File: config.mk
export PLATFORM = sky130hd
export DESIGN_NAME = serl_sequencer
export DESIGN_NICKNAME = d
export VERILOG_FILES = /design/src/rtl/serl_pkg.sv /design/src/rtl/serl_sequencer.sv
export SDC_FILE = /design/constraint.sdc
export NUM_CORES = 1
export LEC_CHECK = 0
export BUFFER_PORTS_ARGS = -buffer_cell sky130_fd_sc_hd__buf_4
export CAP_MARGIN = 30
export CELL_PAD_IN_SITES_DETAIL_PLACEMENT = 0
export CELL_PAD_IN_SITES_GLOBAL_PLACEMENT = 1
export CORE_UTILIZATION = 23
export DETAILED_ROUTE_END_ITERATION = 6
export PLACE_DENSITY = 0.56
export SLEW_MARGIN = 30
export SYNTH_ARGS = -nofsm -noshare
export SYNTH_HDL_FRONTEND = slang
export SYNTH_SLANG_ARGS = --single-unit
File: constraint.sdc
create_clock -name i_clk -period 4.2 [get_ports i_clk]
set_input_delay 0 -clock i_clk [delete_from_list [all_inputs] [get_ports i_clk]]
set_output_delay 0 -clock i_clk [all_outputs]
set_load 0.01 [all_outputs]
File: src/rtl/serl_pkg.sv
`default_nettype none
// ----------------------------------------------------------------------------
// serl_pkg
// shared types, op codes and the microcode table of the equal-range lookup
// ----------------------------------------------------------------------------
package serl_pkg;

    localparam int DEPTH_DEF = 1024;
    localparam int VALUE_W   = 32;
    localparam int POS_W     = 11;
    localparam int OP_W      = 2;
    localparam int STEP_W    = 3;

    // request op codes
    localparam logic [OP_W-1:0] OP_CLEAR  = 2'd0;
    localparam logic [OP_W-1:0] OP_APPEND = 2'd1;
    localparam logic [OP_W-1:0] OP_QUERY  = 2'd2;

    typedef logic [STEP_W-1:0] t_step;

    // datapath action of one control word
    typedef enum logic [2:0] {
        A_NOP,
        A_INIT,       // lo = 0, hi = count, read first probe
        A_PROBE,      // narrow the window with the entry just read
        A_SAVE_INIT,  // keep lower bound, restart window for upper bound
        A_REPORT      // publish result from the two bounds
    } t_action;

    // sequencing of one control word
    typedef enum logic [1:0] {
        J_NEXT,       // step + 1
        J_DONE,       // to target when the window is empty, else step + 1
        J_MORE,       // to target while the window is open, else step + 1
        J_END         // program finished
    } t_jump;

    typedef struct packed {
        t_action action;
        logic    upper;   // 1: entry <= key moves right, 0: entry < key
        t_jump   jump;
        t_step   target;
    } t_ctrl;

    typedef struct packed {
        logic more;       // window after this step is still open
    } t_status;

    localparam t_step ST_LB_INIT = 3'd0;
    localparam t_step ST_LB_LOOP = 3'd1;
    localparam t_step ST_UB_INIT = 3'd2;
    localparam t_step ST_UB_LOOP = 3'd3;
    localparam t_step ST_REPORT  = 3'd4;

    function automatic t_ctrl ucode_rom(input t_step pc);
        t_ctrl w;
        unique case (pc)
            ST_LB_INIT: w = '{A_INIT,      1'b0, J_DONE, ST_UB_INIT};
            ST_LB_LOOP: w = '{A_PROBE,     1'b0, J_MORE, ST_LB_LOOP};
            ST_UB_INIT: w = '{A_SAVE_INIT, 1'b1, J_DONE, ST_REPORT};
            ST_UB_LOOP: w = '{A_PROBE,     1'b1, J_MORE, ST_UB_LOOP};
            ST_REPORT:  w = '{A_REPORT,    1'b0, J_END,  ST_LB_INIT};
            default:    w = '{A_NOP,       1'b0, J_END,  ST_LB_INIT};
        endcase
        return w;
    endfunction

endpackage
`default_nettype wire

File: src/rtl/serl_sequencer.sv
`default_nettype none
// ----------------------------------------------------------------------------
// serl_sequencer
// step counter over the microcode table, with conditional jumps
// ----------------------------------------------------------------------------
module serl_sequencer (
    input  wire                     i_clk,
    input  wire                     i_rst_n,
    input  wire                     i_go,
    input  wire serl_pkg::t_status  i_status,
    output logic                    o_busy,
    output serl_pkg::t_ctrl         o_ctrl
);
    import serl_pkg::*;

    logic  r_run, n_run;
    t_step r_pc,  n_pc;
    t_ctrl w;

    assign w = ucode_rom(r_pc);

    always_comb begin
        o_ctrl = w;
        if (!r_run) begin
            o_ctrl.action = A_NOP;
        end
    end

    assign o_busy = r_run;

    always_comb begin
        n_run = r_run;
        n_pc  = r_pc;
        if (!r_run) begin
            if (i_go) begin
                n_run = 1'b1;
                n_pc  = ST_LB_INIT;
            end
        end else begin
            unique case (w.jump)
                J_NEXT: n_pc = r_pc + 1'b1;
                J_DONE: n_pc = i_status.more ? r_pc + 1'b1 : w.target;
                J_MORE: n_pc = i_status.more ? w.target : r_pc + 1'b1;
                J_END: begin
                    n_run = 1'b0;
                    n_pc  = ST_LB_INIT;
                end
                default: n_pc = r_pc;
            endcase
        end
    end

    always_ff @(posedge i_clk) begin
        if (!i_rst_n) begin
            r_run <= 1'b0;
            r_pc  <= ST_LB_INIT;
        end else begin
            r_run <= n_run;
            r_pc  <= n_pc;
        end
    end

endmodule
`default_nettype wire

==> impl_metrics.env, run 1 <==
export IMPL_routabilityCongestion=0.7590
export IMPL_grt_pass1_wl_mm=1.600
export IMPL_crit_end="o_ctrl[3]"
export IMPL_worst_path_buf_inv=3
export IMPL_die_h_um=44.56
export IMPL_cts_setup_buffers=0
export IMPL_required_ns=4.20
export IMPL_avgViaCountPerCell=4.632
export IMPL_grt_max_degree=12
export IMPL_dr_pass1_iters=3
export IMPL_core_area_um2=1708
export IMPL_slew_headroom_pct=63.25
export IMPL_grt_ovfl_total=0
export IMPL_std_cell_rows=15
export IMPL_power_share_combinational_pct=37.7
export IMPL_synth_top_area_share_pct=19.22
export IMPL_io_buffers=13
export IMPL_die_area_um2=1986
export IMPL_start_util_pct=24.40
export IMPL_track_usage_pct=11.29
export IMPL_insertion_delay_ns=0.24
export IMPL_grt_pass1_vias=344
export IMPL_io_pins=14
export IMPL_syn_to_final_growth_pct=31.83
export IMPL_drv_cap=0
export IMPL_status="finished clean"
export IMPL_crit_fanout=5
export IMPL_switching_share_pct=33.42
export IMPL_grt_busiest_layer="met2"
export IMPL_regToRegSetupSlack_ns=2.35
export IMPL_ys_top_cells_by_area="dfxtp_1 19%, ha_1 15%, nor2_1 6.3%"
export IMPL_netSwitchingPower_mw=0.05128
export IMPL_cts_hold_buf=0
export IMPL_finalSetupViolations=0
export IMPL_synth_cell_area_um2=416.7
export IMPL_max_stage_delay_ns=0.50
export IMPL_ys_seq_elements=4
export IMPL_start_kind="register"
export IMPL_ant_nets=0
export IMPL_final_cell_mix="13 x buf_4, 7 x nor2_1, 5 x inv_1, 5 x ha_1"
export IMPL_hp_class="primary input to register"
export IMPL_finClkSkew_ns=0.001346
export IMPL_htree_levels=1
export IMPL_n_fill_cell=191
export IMPL_dp_hpwl_um=828
export IMPL_wirelength_mm=1.022
export IMPL_clk_path_buf_depth=2
export IMPL_cp_end_kind="output pin"
export IMPL_layout_drive_gt1_share_pct=28.57
export IMPL_tightest_slew_ns=0.5480
export IMPL_fin_crit_ns=1.922
export IMPL_crit_path_frequent_cell="inv_1"
export IMPL_cp_depth=6
export IMPL_powerDensity_nw_per_um2=279.4
export IMPL_finalNetCount=81
export IMPL_slew_violations=0
export IMPL_crit_type="register to output pin"
export IMPL_fmax_ghz=0.5203
export IMPL_placed_cells=92
export IMPL_regToRegStartpoint="r_pc[0]$_SDFFE_PN0P_"
export IMPL_synth_cell_types=27
export IMPL_syn_nets=65
export IMPL_root_buffer="clkbuf_4"
export IMPL_vias=440
export IMPL_slowest_stage="a211oi_1"
export IMPL_startpoint="r_pc[0]$_SDFFE_PN0P_"
export IMPL_use_met3_pct=6.122
export IMPL_cts_reportedPaths_clkPinSlew_ns=0.04
export IMPL_use_met2_pct=17.65
export IMPL_antenna_found_initial=0
export IMPL_die_width_um=44.56
export IMPL_p_clk_share_pct=31.5
export IMPL_p_seq_share_pct=30.8
export IMPL_numCtsBuffers=3
export IMPL_yosysWarnings=0
export IMPL_tritoncts="built"
export IMPL_arrival_ns=1.92
export IMPL_ir_drop_v=0.0001211
export IMPL_clkSinkCount=4
export IMPL_path_cells="inv_1, ha_1, nor2b_2, a211oi_1, inv_1, buf_4"
export IMPL_stdcell_count=95
export IMPL_drt_initial_drc_count=3
export IMPL_hold_viol_final=0
export IMPL_r2r_end="r_pc[2]$_SDFFE_PN0P_"
export IMPL_gr_usage_met1_pct=13.87
export IMPL_routedWlPerCell_um=10.76
export IMPL_final_common_cell="buf_4"
export IMPL_cts_resized=0
export IMPL_path_delay_family="compound AO/OA/AOI/OAI gates"
export IMPL_fin_tns_setup_ns=0
export IMPL_num_antenna_cells=0
export IMPL_drc=0
export IMPL_synth_cells=56
export IMPL_ys_seq_area_share_pct=19.22
export IMPL_internal_power_mw=0.1022
export IMPL_leakage_nw=0.2509
export IMPL_rsz0062_at_grt="no"
export IMPL_worstRegToRegCells=6
export IMPL_yosys_area_top_type="dfxtp_1"
export IMPL_finalCritPeriodShare_pct=45.76
export IMPL_avgSynthCellArea_um2=7.440
-- cell families after synthesis --
logic type               count (synthesis)  synth area share, %
AND/OR/NAND/NOR                         23                29.43
adder cells (fa/ha/maj)                  5                15.02
buffers and inverters                    8                9.910
AO/OA/AOI/OAI                           16                26.43
flip-flops                               4                19.22
-- power by group through the flow --
stage	Combinational (mW)	Clock, mW	Sequential (mW)
5_1_grt	0.0647	0.0548	0.0480
3_5_place_dp	0.0582	0	0.0478
3_3_place_gp	0.0599	0	0.0480
4_1_cts	0.0586	0.0511	0.0471
2_1_floorplan	0.0397	0	0.0452
6_report	0.0579	0.0483	0.0472
-- area by class of cell --
| type | count | area, um2 | area share [%] |
|---|---|---|---|
| clock buffer | 3 | 22.52 | 4.100 |
| inverter | 6 | 22.52 | 4.100 |
| multi-input combinational | 44 | 295.3 | 53.76 |
| sequential | 4 | 80.08 | 14.58 |
| tap | 25 | 31.28 | 5.695 |
| timing repair buffer | 13 | 97.59 | 17.77 |
-- worst min-delay path, delay by kind of cell --
family          cells  cell delay, ns
simple gates        1            0.07
buf+inv             1            0.11
compound gates      1            0.07
-- cells in the mapped netlist (all sizes together) --
cell and number:
nor2 7, inv 6, ha 5, a21oi 4, dfxtp 4, nand2 3, a31oi 2, and2 2
and3 2, buf 2, nand2b 2, nand3 2, nor2b 2, o21ai 2, o31ai 2, a211oi 1
a22oi 1, a41oi 1, nor4b 1, o21a 1, o21ba 1, o221a 1, or2 1, or4 1
-- stage by stage --
step	setup slack [ns]	hold WS, ns	util (%)	power, mW	instance area (um2)
6_report	2.278	0.04694	32.16	0.1535	549.3
5_1_grt	2.144	0.03175	32.16	0.1674	549.3
4_1_cts	2.270	0.03657	32.16	0.1567	549.3
3_5_place_dp	2.350	0.2873	30.84	0.1060	526.8
3_3_place_gp	2.357	0.2841	30.84	0.1079	526.8
2_1_floorplan	2.550	0.1383	-	0.08492	416.7
-- how the worst min path moves through the flow --
| stage | from | endpoint | slack, ns | depth (start not counted) |
|---|---|---|---|---|
| 3_5_place_dp | i_rst_n | r_pc[1]$_SDFFE_PN0P_ | 0.29 | 3 |
| 5_1_grt | i_rst_n | r_pc[2]$_SDFFE_PN0P_ | 0.03 | 2 |
| 3_3_place_gp | i_rst_n | r_pc[1]$_SDFFE_PN0P_ | 0.28 | 3 |
| 6_report | i_rst_n | r_pc[1]$_SDFFE_PN0P_ | 0.05 | 3 |
| 2_1_floorplan | i_rst_n | o_busy$_SDFF_PN0_ | 0.14 | 2 |
| 4_1_cts | i_rst_n | r_pc[1]$_SDFFE_PN0P_ | 0.04 | 3 |
-- registers in the layout (all words and copies together) (netlist names) --
signal and cells:
o_busy 1, r_pc 3
-- metal layers --
layer  up-vias  share of wire, %
met1       201                47
li1        229                 -
met4         0                 0
met2        10                48
met5         -                 0
met3         0               4.2
Power figures use the tool's default switching activity.
==> run 2, diff against run 1 <==
- ABC_AREA: default -> 1
- PLACE_DENSITY: 0.56 -> 0.58
- clock period: 4.2 -> 2 ns (I/O delays scaled with it)
==> impl_metrics.env, run 2 <==
export IMPL_core_area_um2=1745
export IMPL_slowest_stage="dfxtp_1"
export IMPL_rsz0062_at_grt="no"
export IMPL_hp_class="primary input to register"
export IMPL_cts_setup_buffers=0
export IMPL_avgSynthCellArea_um2=6.065
export IMPL_max_stage_delay_ns=0.40
export IMPL_slew_headroom_pct=83.37
export IMPL_finClkSkew_ns=0.002523
export IMPL_finalCritPeriodShare_pct=75.87
export IMPL_drc=0
export IMPL_layout_drive_gt1_share_pct=31.82
export IMPL_insertion_delay_ns=0.23
export IMPL_ys_seq_elements=4
export IMPL_num_antenna_cells=0
export IMPL_std_cell_rows=15
export IMPL_cts_hold_buf=0
export IMPL_worst_path_buf_inv=3
export IMPL_avgViaCountPerCell=4.186
export IMPL_internal_power_mw=0.2063
export IMPL_p_clk_share_pct=31.2
export IMPL_ys_seq_area_share_pct=18.34
export IMPL_clk_path_buf_depth=2
export IMPL_ys_top_cells_by_area="nand2_1 23%, dfxtp_1 18%, ha_1 14%"
export IMPL_tritoncts="built"
export IMPL_grt_max_degree=8
export IMPL_synth_top_area_share_pct=23.21
export IMPL_status="finished clean"
export IMPL_htree_levels=1
export IMPL_leakage_nw=0.3296
export IMPL_die_h_um=45.57
export IMPL_synth_compound_area_share_pct=6.877
export IMPL_synth_cell_area_um2=436.7
export IMPL_clkSinkCount=4
export IMPL_crit_fanout=5
export IMPL_fin_crit_ns=1.517
export IMPL_synth_cells=72
export IMPL_crit_type="register to output pin"
export IMPL_final_cell_mix="27 x nand2_1, 13 x buf_4, 11 x inv_1"
export IMPL_syn_nets=81
export IMPL_routedWlPerCell_um=8.619
export IMPL_yosysWarnings=0
export IMPL_grt_pass1_wl_mm=1.600
export IMPL_post_route_cell_area_um2=588.1
export IMPL_fin_tns_setup_ns=0
export IMPL_synthSimpleGateAreaFrac_pct=47.56
export IMPL_regMostFlops="r_pc"
export IMPL_ir_drop_v=0.0001964
export IMPL_n_fill_cell=206
export IMPL_path_cells="inv_1, ha_1, nand2_1, nand3_2, nor2_4, inv_1, buf_4"
export IMPL_p_seq_share_pct=29.2
export IMPL_die_width_um=45.57
export IMPL_syn_to_final_growth_pct=34.67
export IMPL_grt_pass1_vias=377
export IMPL_arrival_ns=1.52
export IMPL_synth_cell_types=16
export IMPL_slew_violations=0
export IMPL_dpl_instance_area_um2=565.5
export IMPL_numCtsBuffers=3
export IMPL_synth_edff_count=0
export IMPL_multi_input_area_um2=300.3
export IMPL_synth_top_family_by_area="simple AND/OR/NAND/NOR gates"
export IMPL_fmax_ghz=0.6590
export IMPL_dr_pass1_iters=4
export IMPL_drt_initial_drc_count=7
export IMPL_cts_reportedPaths_clkPinSlew_ns=0.04
export IMPL_path_delay_family="flip-flops"
export IMPL_final_common_cell="nand2_1"
export IMPL_async_reset_ff_share_pct=0
export IMPL_powerDensity_nw_per_um2=536.2
export IMPL_wirelength_um=974
export IMPL_vias=473
export IMPL_cp_end_kind="output pin"
export IMPL_largest_reg_flops=3
export IMPL_yosys_area_top_type="nand2_1"
export IMPL_die_area_um2=2077
export IMPL_netSwitchingPower_mw=0.1090
export IMPL_drv_cap=0
export IMPL_tightest_slew_ns=0.2485
export IMPL_root_buffer="clkbuf_4"
export IMPL_antenna_found_initial=0
export IMPL_routabilityCongestion=0.7207
export IMPL_start_kind="register"
export IMPL_synthXorXnorAreaFrac_pct=0
export IMPL_finalNetCount=99
export IMPL_ant_nets=0
export IMPL_io_pins=14
export IMPL_synth_flop_cell="dfxtp_1"
export IMPL_required_ns=2.00
export IMPL_io_buffers=13
export IMPL_track_usage_pct=11.37
export IMPL_crit_path_frequent_cell="inv_1"
export IMPL_power_share_combinational_pct=39.6
export IMPL_grt_ovfl_total=0
export IMPL_synth_common_cells="27 x nand2_1, 11 x inv_1, 5 x a21oi_1, 5 x ha_1"
export IMPL_synth_area_mux_share_pct=0
export IMPL_synth_adder_area_share_pct=14.33
export IMPL_switching_share_pct=34.57
export IMPL_synth_most_common_cell="nand2_1"
export IMPL_finalSetupViolations=0
export IMPL_seq_area_um2=80.08
export IMPL_dp_hpwl_um=861.6
export IMPL_start_util_pct=25.02
export IMPL_cts_resized=0
export IMPL_hold_viol_final=0
-- run 2: logic make-up (layout without fill, tap and decap cells) --
| family | count (synthesis) | after routing |
|---|---|---|
| adder cells (fa/ha/maj) | 5 | 5 |
| AO/OA/AOI/OAI | 6 | 6 |
| buffers and inverters | 15 | 31 |
| AND/OR/NAND/NOR | 42 | 42 |
| flip-flops | 4 | 4 |
-- run 2: final cells by class --
class / instances / area share, %
well taps: 25 / 5.319
flip-flops and latches: 4 / 13.62
multi-input cells: 53 / 51.06
repair buffers: 13 / 16.60
clock buffers: 3 / 3.830
inverters: 15 / 9.574
-- run 2: metrics by stage --
step                      setup WS [ns]  util (%)  std cells  power [mW]  hold WS (ns)
final                            0.4825     33.69        113      0.3153       0.04224
after CTS                        0.4605     33.69        113      0.3242       0.04383
after floorplan                  0.5982         -         72      0.1741        0.1711
after global placement           0.4730     32.40        110      0.2224        0.2800
after global routing             0.3370     33.69        113      0.3491       0.06279
after detailed placement         0.4834     32.40        110      0.2208        0.2914
-- run 2: worst paths after layout --
| kind | start | end | slack [ns] | cells past startpoint |
|---|---|---|---|---|
| worst min-delay path | i_rst_n | r_pc[1]$_SDFFE_PN0P_ | 0.04 | 3 |
| worst min register to register | r_pc[1]$_SDFFE_PN0P_ | r_pc[1]$_SDFFE_PN0P_ | 0.51 | 2 |
| worst max register to register | r_pc[0]$_SDFFE_PN0P_ | r_pc[1]$_SDFFE_PN0P_ | 0.50 | 9 |
| worst max-delay path | r_pc[0]$_SDFFE_PN0P_ | o_ctrl[4] | 0.48 | 7 |
-- run 2: power by group through the flow --
stage	Combinational, mW	Clock, mW	Sequential [mW]
2_1_floorplan	0.0815	0	0.0926
3_3_place_gp	0.128	0	0.0941
3_5_place_dp	0.127	0	0.0936
4_1_cts	0.127	0.104	0.0925
5_1_grt	0.141	0.114	0.0937
6_report	0.125	0.0983	0.0921
-- run 2: worst min-delay path: stages --
cell     delay (ns)
buf_4          0.07
inv_1          0.06
a21oi_1        0.10
-- run 2: per-layer routing --
layer,routed length [um],vias to the layer above,share of wire (%),global-route usage [%]
met4,17,0,1.7,7.273
met1,415,203,43,13.30
li1,-,250,-,-
met2,493,18,51,18.57
met3,47,2,4.8,2.381
met5,0,-,0,0
